**src/design/plc_pkg.sv**
```systemverilog
`timescale 1ns / 1ps
// Package for the positional list engine: command, status and cell-op codes,
// sequencer states and default sizes. No dependencies.
package plc_pkg;

    localparam int DEPTH_DEF = 64;
    localparam int DATA_W    = 32;

    typedef enum logic [3:0] {
        CMD_GET        = 4'd0,
        CMD_PUT        = 4'd1,
        CMD_INSERT     = 4'd2,
        CMD_DELETE     = 4'd3,
        CMD_FIND       = 4'd4,
        CMD_PUSH_FRONT = 4'd5,
        CMD_POP_FRONT  = 4'd6,
        CMD_PEEK_FRONT = 4'd7,
        CMD_PUSH_BACK  = 4'd8,
        CMD_CLEAR      = 4'd9
    } cmd_t;

    typedef enum logic [2:0] {
        STAT_OK       = 3'd0,
        STAT_RANGE    = 3'd1,
        STAT_EMPTY    = 3'd2,
        STAT_FULL     = 3'd3,
        STAT_NOTFOUND = 3'd4
    } status_t;

    // Operation broadcast to every cell of the chain
    typedef enum logic [1:0] {
        OP_HOLD  = 2'd0,
        OP_LOAD  = 2'd1,
        OP_OPEN  = 2'd2,
        OP_CLOSE = 2'd3
    } cell_op_t;

    typedef struct packed {
        cell_op_t op;
        logic     eval;
    } cell_ctl_t;

    typedef enum logic [1:0] {
        ST_IDLE = 2'd0,
        ST_EVAL = 2'd1,
        ST_FIN  = 2'd2
    } state_t;

endpackage

```
**src/design/plc_cell.sv**
```systemverilog
`timescale 1ns / 1ps
// One list cell: holds one entry and trades it with its neighbors on
// open/close shifts. Depends on plc_pkg.
module plc_cell #(
    parameter int IDX = 0,
    parameter int IW  = 6
) (
    input  logic                               clk,
    input  plc_pkg::cell_ctl_t                 ctl,
    input  logic [IW-1:0]                      idx,
    input  logic signed [plc_pkg::DATA_W-1:0]  wdata,
    input  logic signed [plc_pkg::DATA_W-1:0]  left_data,
    input  logic signed [plc_pkg::DATA_W-1:0]  right_data,
    output logic signed [plc_pkg::DATA_W-1:0]  data,
    output logic                               match
);

    logic signed [plc_pkg::DATA_W-1:0] data_reg;
    logic signed [plc_pkg::DATA_W-1:0] data_next;
    logic                              match_reg;
    logic                              hit;
    logic                              after;

    assign hit   = (idx == IW'(IDX));
    assign after = (IW'(IDX) > idx);

    always_comb
    begin
        data_next = data_reg;
        case (ctl.op)
            plc_pkg::OP_HOLD:  data_next = data_reg;
            plc_pkg::OP_LOAD:  if (hit) data_next = wdata;
            plc_pkg::OP_OPEN:
            begin
                // take the new value at the slot, shift later entries back
                if (hit)
                    data_next = wdata;
                else if (after)
                    data_next = left_data;
            end
            plc_pkg::OP_CLOSE: if (hit || after) data_next = right_data;
            default:           data_next = data_reg;
        endcase
    end

    always_ff @(posedge clk)
    begin
        data_reg <= data_next;
        if (ctl.eval)
            match_reg <= (data_reg == wdata);
    end

    assign data  = data_reg;
    assign match = match_reg;

endmodule

```
**config.mk**
```make
export PLATFORM = sky130hd
export DESIGN_NAME = plc_cell
export DESIGN_NICKNAME = d
export VERILOG_FILES = /design/src/design/plc_pkg.sv /design/src/design/plc_cell.sv
export SDC_FILE = /design/constraint.sdc
export NUM_CORES = 1
export LEC_CHECK = 0
export ABC_AREA = 1
export ABC_CLOCK_PERIOD_IN_PS = 2500
export BUFFER_PORTS_ARGS = -buffer_cell sky130_fd_sc_hd__buf_2
export CAP_MARGIN = 5
export CORE_UTILIZATION = 43
export CTS_BUF_LIST = sky130_fd_sc_hd__clkbuf_8
export CTS_CLUSTER_SIZE = 16
export DETAILED_ROUTE_END_ITERATION = 8
export PLACE_DENSITY = 0.85
export SLEW_MARGIN = 20
export SYNTH_ARGS = -nofsm -noshare
export SYNTH_HDL_FRONTEND = slang
export SYNTH_SLANG_ARGS = --single-unit
export TNS_END_PERCENT = 5
```
**constraint.sdc**
```tcl
create_clock -name clk -period 2.5 [get_ports clk]
set_input_delay 0.25 -clock clk [delete_from_list [all_inputs] [get_ports clk]]
set_output_delay 0.25 -clock clk [all_outputs]
set_load 0.02 [all_outputs]
```
**Word level (Yosys, flattened, before mapping)**

Cells that the tools add are included.

- Word-level logic and storage cells: 20
- Output and inout bits: 33
- Flip-flop bits (word level): 33
- Input bits: 106

- Magnitude comparators: 1
- Muxes and demuxes: 5
- Equality and inequality tests: 7
- Reductions and logical operators: 4
- Bitwise gates (word level): 1

Operators by type and width:

| cell | count |
|---|---|
| two-way mux 32 bit | 4 |
| one-hot mux 32 bit (3 select lines) | 1 |
| equality test 32 bit | 1 |
| greater-than comparator 1 x 6 -> 1 bit (first input constant) | 1 |
| logical NOT 6 bit | 1 |
| equality test 2 bit (second input constant) | 2 |
| inequality test 2 bit (second input constant) | 2 |
| AND reduction 4 bit | 1 |
| inequality test 3 bit (second input constant) | 1 |
| equality test 2 x 1 -> 1 bit (second input constant) | 1 |
| logical NOT 2 bit | 1 |
| logical OR 1 bit | 1 |
| NOT 1 bit | 1 |

**Longest topological paths before layout**

Gate-level depths: netlist of the first run.

- Depth in word-level cells: 4
- Depth in mapped cells: 8
- Depth with buffers taken out: 8

**Least setup slack after synthesis of the first run**

No wires, ideal clock.

- Path type: input-to-reg
- Start point: in idx[2]
- End point: reg data_reg (netlist bit data[0]) (enable)
- Arrival time: 2092 ps
- Buffers on the path: 2
- Setup time: 421 ps
- Path slack: -14 ps
- Stages: 5
- Data required time: 2079 ps
- Cell sequence: nor2_1 -> nand3_1 -> buf_6 -> buf_6 -> nor2_1

- Cells in the longest elaborated chain, start to end: 4
- Elaborated cells on any way between the ends: 7
- Those cells by class: order compare (1); eq/ne (3); reduce/logical (3)

Ends and longest elaborated chain:

| what | RTL line | RTL |
|---|---|---|
| start, declared | plc_cell.sv:10 | `input logic [IW-1:0] idx,` |
| greater-than comparator 1 x 6 -> 1 bit / logical NOT 6 bit (equally long branches) | plc_cell.sv:25, plc_cell.sv:24 |  |
| logical OR 1 bit | plc_cell.sv:41 | `plc_pkg::OP_CLOSE: if (hit \|\| after) data_next = right_data;` |
| inequality test 2 bit (no source line) | n/a |  |
| AND reduction 4 bit (no source line) * | n/a |  |
| end signal, assigned | plc_cell.sv:48 | `data_reg <= data_next;` |
| end, declared | plc_cell.sv:18 | `logic signed [plc_pkg::DATA_W-1:0] data_reg;` |

Every way passes the cells marked *; elsewhere a longest branch is shown, timed or not.
A chain may end at the register's enable or synchronous reset.

**Worst setup path in the final report of the first run**

- Start point: in idx[2]
- End point: reg data_reg (netlist bit data[13]) (enable)

The elaborated chain is that of the path after synthesis.

==> flow_metrics.tcl, run 1 <==
set metrics [dict create \
    vdd_ir_drop_max_mv 0.207 \
    layout_overhead_on_the_synthesized_area_pct 31.8 \
    run_status "finished, final reports clean" \
    largest_area_contributor_in_the_netlist "sky130_fd_sc_hd__edfxtp_1" \
    critical_path.reg2reg.endpoint "match" \
    largest_net_degree_at_the_start_of_global_routing 27 \
    drt_first_pass_iters 5 \
    regToRegSetupSlack_ns 1.28 \
    syn-num-nets 536 \
    critPathArrivalTime_ns 1.35 \
    grt_antenna_before_repair 0 \
    cts_made_buffers 5 \
    synthesis.instances 430 \
    most_used_cells_in_the_layout_excluding_fill_and_tap_cells "sky130_fd_sc_hd__nand2_1 (221), sky130_fd_sc_hd__buf_2 (138), sky130_fd_sc_hd__inv_1 (64)" \
    final.setup_skew_ns 0.00340 \
    hold_violations 0 \
    worst_hold_path_type "primary input to flop" \
    antenna_violating_nets_post_route 0 \
    fmaxAchievable_mhz 715 \
    placement.cell_area_mm2 0.00343 \
    ys_seq_elements 33 \
    drt_wl_total_um 7760 \
    clk_slew_on_worst_s_h_paths_ns 0.07 \
    crit_path_start_kind "primary input" \
    min_delay_worst_endpoint "match" \
    mostFrequentLayoutCell "sky130_fd_sc_hd__nand2_1" \
    chipWidth_um 80.7 \
    timing.final.setup_violations 0 \
    drive_above_1_share_pct 28.1 \
    synth.yosys.seq_area_share_pct 37.2 \
    final_min_period_over_clock_period_pct 56.0 \
    post-cts-setup-buffer-count 0 \
    fin_ws_ns 1.10 \
    p_per_area_mw_per_mm2 369 \
    yosys.cell_types.count 14 \
    route.detailed.wl_per_inst_um 12.0 \
    whs_ns 0.175 \
    reg2reg_from "data[21]" \
    post-route-drc-count 0 \
    final-max-slew-violation-count 0 \
    die_h_um 80.7 \
    floorplan.initialDensity_pct 44.7 \
    cp_cell_sequence "buf_2 > nor2_1 > nand3_2 > nor2_4 > buf_4" \
    avgViaCountPerCell 4.78 \
    mappedNetlistArea_mm2 0.00266 \
    clock_tree.root_cell "sky130_fd_sc_hd__clkbuf_8" \
    rsz0062_at_grt "false" \
    cap_violations 0 \
    cts.repair.resized 0 \
    grt_pass1_wl_um 12000 \
    dp_hpwl_um 5920 \
    routabilityCongestion 0.821 \
    cp_max_fo 22 \
    whs_path_depth 1 \
    worst-slew-pin-transition_ns 0.572 \
    design.die.area_mm2 0.00651 \
    post-synth-top-area-fraction_pct 37.2 \
    antenna_cells 0 \
    clock_latency_ns 0.27 \
    path_class "primary input to flop" \
    min-delay-start "ctl[0]" \
    detailedRoute.firstIterationViolations 150 \
    cts_max_path_buffers 2 \
    largest_register_ff_count 32 \
    synth_warnings 0 \
    cp_slowest_stage_delay_ns 0.34 \
    number_of_primary_i_o_pins 139 \
    reg2reg_depth 7 \
    nets 674 \
    cts.htree.levels 2 \
    synth.area.top_cells "sky130_fd_sc_hd__edfxtp_1 (37%), sky130_fd_sc_hd__nand2_1 (31%), sky130_fd_sc_hd__inv_1 (9.0%), sky130_fd_sc_hd__nand3_1 (6.0%), sky130_fd_sc_hd__o21ai_1 (5.3%)" \
    end_kind "flop" \
    grt-ovfl-total 0 \
    groute.usage.overall_pct 23.9 \
    tritoncts "built" \
    core_region_area_mm2 0.00596 \
    worst-endpoint-required_ns 2.45 \
    timing.max_slew.rel_slack_pct 61.8 \
    syn_area_per_cell_um2 6.19 \
    setup_total_negative_slack_ns 0 \
    holdBufCountCts 0 \
    crit_path_top_delay_cell "sky130_fd_sc_hd__nand3_2" \
    place_ws_ns 0.807 \
    via_count 3078 \
    io_buffer_count 138 \
    leakage_nw 2.05 \
    post_route_minimum_period_ns 1.40 \
    design_area_mm2 0.00351 \
    first_global_vias 2802 \
    clock_sinks 33 \
    fp-row-count 28 \
]
==> metal layers <==
metal  vias to the layer above  GRT usage, %  routed length, um
met3                        12          4.32                563
met4                         0          7.50                 86
met5                         -             0                  0
met2                       149          42.6               3770
met1                      1325          28.8               3340
li1                       1592             -                  -
==> cell usage after synthesis (all sizes together) <==
cell type,count
nand3,32
buf,9
xor2,3
o21ai,28
inv,64
nand2,221
nor2,28
a21oi,1
o211ai,4
edfxtp,33
clkbuf,7
==> kinds of logic after synthesis <==
group           Yosys count  synth area share [%]
compound gates           33                  7.33
buf+inv                  80                  13.2
xor+xnor                  3                 0.987
simple gates            281                  41.2
flops                    33                  37.2
==> how the worst max path moves through the flow <==
stage | to | startpoint | slack [ns] | cells after the start
6_report | data[13] | idx[2] | 1.10 | 5
3_3_place_gp | data[16] | idx[2] | 0.84 | 5
2_1_floorplan | data[0] | idx[2] | 0.53 | 5
5_1_grt | data[25] | idx[2] | 0.98 | 8
4_1_cts | data[16] | idx[2] | 1.09 | 5
3_5_place_dp | data[9] | idx[5] | 0.81 | 8
==> final cells by class <==
type                    instances  area, um^2
clock buffers                   5        68.8
clock inverters                 3        12.5
fillers                       594        2450
inverters                      64         240
multi-input cells             317        1330
flip-flops and latches         33         991
well taps                      75        93.8
repair buffers                147         771
==> worst max-delay path: cells and delay by family <==
kind	cells	cell delay, ns
simple gates	3	0.66
buf+inv	2	0.43
==> per-stage QoR <==
step           total power [mW]  instances  util [%]
6_report                   1.29        644      58.9
5_1_grt                    1.36        644      58.9
4_1_cts                    1.31        644      58.9
3_5_place_dp              0.927        636      57.5
3_3_place_gp              0.917        636      57.5
2_1_floorplan             0.789        430         -
==> power by group <==
part           internal, mW  switching [mW]
clock network         0.187           0.190
registers             0.621         0.00383
logic                 0.129           0.163
total                 0.937           0.357
Note: power is estimated with default switching activity, not from simulation.
==> run 2: changes to the inputs <==
- ABC_AREA: 1 -> 0
- ABC_CLOCK_PERIOD_IN_PS: 2500 -> 1400
- PLACE_DENSITY: 0.85 -> 0.88
- clock period: 2.5 -> 1.4 ns (I/O delays scaled with it)
==> run 2 against run 1 <==
Net effect:
- the flow now finishes with violations (setup timing)
- core utilization grew 7.0 points
- sequential share of layout area grew 6.1 points
- via count shrank 36%
- area after synthesis shrank 25%
- highest routed layer unchanged
==> flow_metrics.tcl, run 2 <==
set metrics [dict create \
    logic_gate_share_of_total_power_pct 21.7 \
    syn_area_per_cell_um2 12.3 \
    core_region_area_mm2 0.00438 \
    via_count 1965 \
    path_class "flop to flop" \
    cap_violations 0 \
    final.setup_skew_ns 0.00245 \
    internal_power_mw 1.71 \
    post-cts-setup-buffer-count 0 \
    detailedRoute.firstIterationViolations 96 \
    antenna_violating_nets_post_route 0 \
    synthesis.instances 161 \
    timing.final.setup_violations 1 \
    dp_hpwl_um 4610 \
    largest_register_ff_count 32 \
    synth_warnings 0 \
    worst-endpoint-required_ns 1.54 \
    run_status "finished with violations" \
    worst-slew-pin-transition_ns 0.399 \
    cts_max_path_buffers 2 \
    mostFrequentLayoutCell "sky130_fd_sc_hd__buf_2" \
    route.detailed.wl_per_inst_um 16.4 \
    io_buffer_count 138 \
    syn-num-nets 267 \
    clock_sinks 33 \
    avgViaCountPerCell 5.50 \
    largest_area_contributor_in_the_netlist "sky130_fd_sc_hd__edfxtp_1" \
    first_global_vias 1983 \
    drive_above_1_share_pct 54.1 \
    critical_path.reg2reg.endpoint "match" \
    post_route_minimum_period_ns 1.46 \
    yosys.cell_count.top_type "sky130_fd_sc_hd__edfxtp_1" \
    grt_antenna_before_repair 0 \
    reg2reg_depth 5 \
    leakage_nw 1.31 \
    floorplan.initialDensity_pct 45.2 \
    post-route-drc-count 0 \
    cts_made_buffers 5 \
    worst_hold_path_type "primary input to flop" \
    min-delay-start "ctl[0]" \
    grt_pass1_wl_um 8990 \
    grt-ovfl-total 0 \
    chipWidth_um 69.9 \
    holdBufCountCts 0 \
    async_flop_share_pct 0 \
    post-synth-top-area-fraction_pct 50.0 \
    fmaxAchievable_mhz 683 \
    number_of_primary_i_o_pins 139 \
    ys_seq_elements 33 \
    netlist_top_cells_count "sky130_fd_sc_hd__edfxtp_1 (33), sky130_fd_sc_hd__o22ai_1 (32), sky130_fd_sc_hd__xor2_1 (32)" \
    synth.yosys.seq_area_share_pct 50.0 \
    regToRegSetupSlack_ns -0.06 \
    whs_ns 0.0596 \
    power.switching_fraction_pct 25.1 \
    clk_slew_on_worst_s_h_paths_ns 0.07 \
    most_used_cells_in_the_layout_excluding_fill_and_tap_cells "sky130_fd_sc_hd__buf_2 (138), sky130_fd_sc_hd__edfxtp_1 (33), sky130_fd_sc_hd__o22ai_1 (32), sky130_fd_sc_hd__xor2_1 (32), sky130_fd_sc_hd__a2bb2oi_1 (30)" \
    fp-row-count 24 \
    whs_path_depth 1 \
    die_h_um 69.9 \
    p_switching_mw 0.573 \
    tritoncts "built" \
    groute.usage.overall_pct 23.6 \
    synth.area.top_cells "sky130_fd_sc_hd__edfxtp_1 (50%), sky130_fd_sc_hd__xor2_1 (14%), sky130_fd_sc_hd__a2bb2oi_1 (13%), sky130_fd_sc_hd__o22ai_1 (10%), sky130_fd_sc_hd__buf_6 (3.4%)" \
    reg2reg_from "data[29]" \
    synth_enable_flop_cells 33 \
    filler_cell_count 375 \
    yosys.cell_types.count 16 \
    final_min_period_over_clock_period_pct 105 \
    critPathArrivalTime_ns 1.60 \
    largest_net_degree_at_the_start_of_global_routing 33 \
    cp_max_fo 2 \
    power.sequential.fraction_pct 48.8 \
    hold_violations 0 \
    rsz0062_at_grt "true" \
    clock_latency_ns 0.27 \
    failed_checks "setup timing" \
    design.die.area_mm2 0.00489 \
    p_per_area_mw_per_mm2 791 \
    nets 410 \
    cts.htree.levels 2 \
    end_kind "flop" \
    setup_total_negative_slack_ns -0.0635 \
    drt_wl_total_um 5860 \
    clock_tree.root_cell "sky130_fd_sc_hd__clkbuf_8" \
    layout_overhead_on_the_synthesized_area_pct 45.6 \
    fin_ws_ns -0.0635 \
    drt_first_pass_iters 4 \
    synth_top_flop_cell "sky130_fd_sc_hd__edfxtp_1" \
    timing.max_slew.rel_slack_pct 73.4 \
    min_delay_worst_endpoint "match" \
    antenna_cells 0 \
    mappedNetlistArea_mm2 0.00198 \
    crit_path_start_kind "flop" \
    vdd_ir_drop_max_mv 0.533 \
    clock_power_share_pct 29.5 \
    routabilityCongestion 0.778 \
    final-max-slew-violation-count 0 \
]
## run 2: cell count changes in the layout (fill, tap and decap cells not counted), moves of 29 or more
cell and delta:
sky130_fd_sc_hd__inv_1 -62, sky130_fd_sc_hd__xor2_1 +29, sky130_fd_sc_hd__a2bb2oi_1 +30, sky130_fd_sc_hd__nand3_1 -31
sky130_fd_sc_hd__nand2_1 -221, sky130_fd_sc_hd__o22ai_1 +32
## run 2: kinds of logic after synthesis
logic type,after synthesis,synth area share (%)
compound gates,66,26.1
xor+xnor,32,14.1
buf+inv,14,5.11
flops,33,50.0
simple gates,16,4.73
## run 2: critical path: stages (launching register included)
cell	delay (ns)
sky130_fd_sc_hd__edfxtp_1	0.40
sky130_fd_sc_hd__xor2_1	0.16
sky130_fd_sc_hd__nor4_2	0.41
sky130_fd_sc_hd__buf_4	0.18
sky130_fd_sc_hd__nand4_1	0.08
sky130_fd_sc_hd__nor2_1	0.10
## run 2: routing by layer
layer / part of all wire, % / global-route usage (%) / up-vias
met3: 6.0 / 4.33 / 16
met1: 40 / 28.2 / 908
met4: 2.5 / 8.44 / 0
met5: 0 / 0 / -
met2: 52 / 42.1 / 96
li1: - / - / 945
## run 2: layout make-up
class,instances,area [um^2],share of cell area [%]
Sequential cell,33,991,34.3
Multi-Input combinational cell,114,922,31.9
Clock buffer,5,68.8,2.38
Inverter,1,3.75,0.130
Timing Repair Buffer,149,823,28.5
Clock inverter,3,13.8,0.477
Tap cell,52,65.1,2.25
## run 2: what timing repair did
item	CTS	global route
pin swaps	2	1
setup endpoints to repair	1	1
resized for setup	2	0
## run 2: worst max-delay path by stage
stage	slack, ns	endpoint	startpoint
floorplan	-0.03	data[0]	idx[2]
global placement	-0.08	match	data[29]
detailed placement	-0.11	match	data[29]
CTS	-0.03	match	data[8]
global route	-0.12	match	data[29]
finish	-0.06	match	data[29]
## run 2: power groups by stage
stage	clock network, mW	logic, mW	registers [mW]
2_1_floorplan	0	0.246	1.15
5_1_grt	0.724	0.536	1.11
6_report	0.674	0.495	1.11
4_1_cts	0.681	0.495	1.11
3_3_place_gp	0	0.471	1.14
3_5_place_dp	0	0.490	1.14
## run 2: through the flow
step / std cells / instance area [um^2] / worst slack (ns) / utilization [%] / total power, mW
6_report: 357 / 2890 / -0.0635 / 65.9 / 2.28
3_3_place_gp: 349 / 2790 / -0.0822 / 63.7 / 1.61
5_1_grt: 357 / 2890 / -0.124 / 65.9 / 2.37
3_5_place_dp: 349 / 2790 / -0.108 / 63.7 / 1.63
4_1_cts: 357 / 2890 / -0.0271 / 65.9 / 2.29
2_1_floorplan: 161 / 2000 / -0.0285 / - / 1.39
==> run 3: changes to the inputs <==
- ABC_CLOCK_PERIOD_IN_PS: 1400 -> 1600
- TNS_END_PERCENT: 5 -> 30
- clock period: 1.4 -> 1.6 ns (I/O delays scaled with it)
==> run 3 against run 2 <==
Net effect:
- the run now ends clean
- via count decreased by 0.15%
- final cell count is 1.1% lower
- sequential share of layout area is 0.64 points higher
- sequential power decreased by 12%
- die area unchanged
- setup slack better by 0.13 ns
- global-route usage is 0.79 points higher
- count of clock-buffer cells in the layout did not move
- non-clock buffer count decreased by 3
- core utilization is 1.2 points lower
- first-iteration DRC count decreased by 30%
- critical path type unchanged
- critical endpoint unchanged
==> flow_metrics.tcl, run 3 (same netlist as run 2, synthesis figures left out) <==
set metrics [dict create \
    reg2reg_depth 4 \
    leakage_nw 1.28 \
    seq_area_um2 991 \
    io_buffer_count 138 \
    detailedRoute.firstIterationViolations 67 \
    route.detailed.wl_per_inst_um 16.7 \
    most_used_cells_in_the_layout_excluding_fill_and_tap_cells "sky130_fd_sc_hd__buf_2 (138), sky130_fd_sc_hd__edfxtp_1 (33), sky130_fd_sc_hd__o22ai_1 (32), sky130_fd_sc_hd__xor2_1 (32), sky130_fd_sc_hd__a2bb2oi_1 (30)" \
    critical_path.reg2reg.endpoint "match" \
    grt_antenna_before_repair 0 \
    crit_path_top_delay_cell "sky130_fd_sc_hd__nor4_1" \
    clock_tree.root_cell "sky130_fd_sc_hd__clkbuf_8" \
    post-cts-setup-buffer-count 0 \
    p_per_area_mw_per_mm2 697 \
    drt_wl_total_um 5910 \
    holdBufCountCts 0 \
    cap_violations 0 \
    drt_first_pass_iters 4 \
    floorplan.initialDensity_pct 45.2 \
    drive_above_1_share_pct 52.2 \
    avgViaCountPerCell 5.56 \
    antenna_cells 0 \
    antenna_violating_nets_post_route 0 \
    min-delay-start "ctl[0]" \
    worst-endpoint-required_ns 1.75 \
    cp_cell_sequence "xor2_1 > nor4_1 > nand4_1 > nor2_1" \
    number_of_primary_i_o_pins 139 \
    critPathArrivalTime_ns 1.68 \
    whs_path_depth 1 \
    post-route-drc-count 0 \
    die_h_um 69.9 \
    cts.repair.resized 0 \
    vdd_ir_drop_max_mv 0.451 \
    cts_max_path_buffers 2 \
    cp_slowest_stage_delay_ns 0.50 \
    crit_path_start_kind "flop" \
    rsz0062_at_grt "false" \
    filler_cell_count 375 \
    routabilityCongestion 0.843 \
    groute.usage.overall_pct 24.4 \
    clock_sinks 33 \
    largest_register_ff_count 32 \
    design_area_mm2 0.00284 \
    worst_hold_path_type "primary input to flop" \
    placement.cell_area_mm2 0.00276 \
    final.setup_skew_ns 0.00458 \
    multi_input_comb_area_um2 898 \
    hold_violations 0 \
    run_status "finished, final reports clean" \
    final-max-slew-violation-count 0 \
    final_min_period_over_clock_period_pct 95.6 \
    fp-row-count 24 \
    nets 407 \
    reg2reg_from "data[29]" \
    setup_total_negative_slack_ns 0 \
    core_region_area_mm2 0.00438 \
    layout_overhead_on_the_synthesized_area_pct 43.0 \
    largest_net_degree_at_the_start_of_global_routing 33 \
    tritoncts "built" \
    post_route_minimum_period_ns 1.53 \
    grt-ovfl-total 0 \
    cts_made_buffers 5 \
    min_delay_worst_endpoint "match" \
    timing.final.setup_violations 0 \
    chipWidth_um 69.9 \
    via_count 1962 \
    cp_max_fo 2 \
    worst-slew-pin-transition_ns 0.524 \
    mostFrequentLayoutCell "sky130_fd_sc_hd__buf_2" \
    regToRegSetupSlack_ns 0.07 \
    cts.htree.levels 2 \
    fmaxAchievable_mhz 654 \
    path_class "flop to flop" \
    timing.max_slew.rel_slack_pct 64.8 \
    grt_pass1_wl_um 9100 \
    end_kind "flop" \
    dp_hpwl_um 4450 \
    clock_latency_ns 0.29 \
    first_global_vias 1938 \
    design.die.area_mm2 0.00489 \
    clk_slew_on_worst_s_h_paths_ns 0.06 \
]
==> run 3: metal layers <==
metal	GRT usage, %	routed length [um]	part of all wire [%]
met1	27.5	2330	39
met2	44.3	3100	52
met3	6.49	410	6.9
met4	7.78	73	1.2
met5	0	0	0
==> run 3: final cells by class <==
| type | instances | share of cell area [%] |
|---|---|---|
| Timing Repair Buffer | 146 | 28.2 |
| Sequential cell | 33 | 35.0 |
| Inverter | 1 | 0.132 |
| Multi-Input combinational cell | 114 | 31.7 |
| Clock buffer | 5 | 2.43 |
| Clock inverter | 2 | 0.265 |
| Tap cell | 52 | 2.29 |
==> run 3: report_power, final <==
group / total [mW] / switching, mW / internal, mW
clock: 0.578 / 0.292 / 0.287
combinational: 0.424 / 0.196 / 0.228
sequential: 0.975 / 0.00537 / 0.970
total: 1.98 / 0.493 / 1.48
==> run 3: worst max path at each step <==
| stage | endpoint | start | slack [ns] | cells after the start |
|---|---|---|---|---|
| floorplan | data[0] | idx[2] | 0.08 | 3 |
| global placement | data[18] | idx[2] | 0.11 | 5 |
| detailed placement | data[10] | idx[2] | 0.04 | 5 |
| CTS | match | data[5] | 0.13 | 5 |
| global route | match | data[5] | 0.08 | 5 |
| finish | match | data[29] | 0.07 | 4 |
==> run 3: through the flow <==
step	instances	util [%]	power, mW	hold WS (ns)	setup slack [ns]
after floorplan	161	-	1.22	0.272	0.0844
after global placement	346	62.9	1.40	0.359	0.111
after detailed placement	346	62.9	1.42	0.360	0.0401
after CTS	353	64.7	2.00	0.0683	0.128
after global routing	353	64.7	2.07	0.0593	0.0758
final	353	64.7	1.98	0.0723	0.0708
==> run 3: worst max-delay path, delay by kind of cell, from the launching register on <==
| family | cells | cell delay [ns] |
|---|---|---|
| flops | 1 | 0.41 |
| xor+xnor | 1 | 0.16 |
| simple gates | 3 | 0.83 |
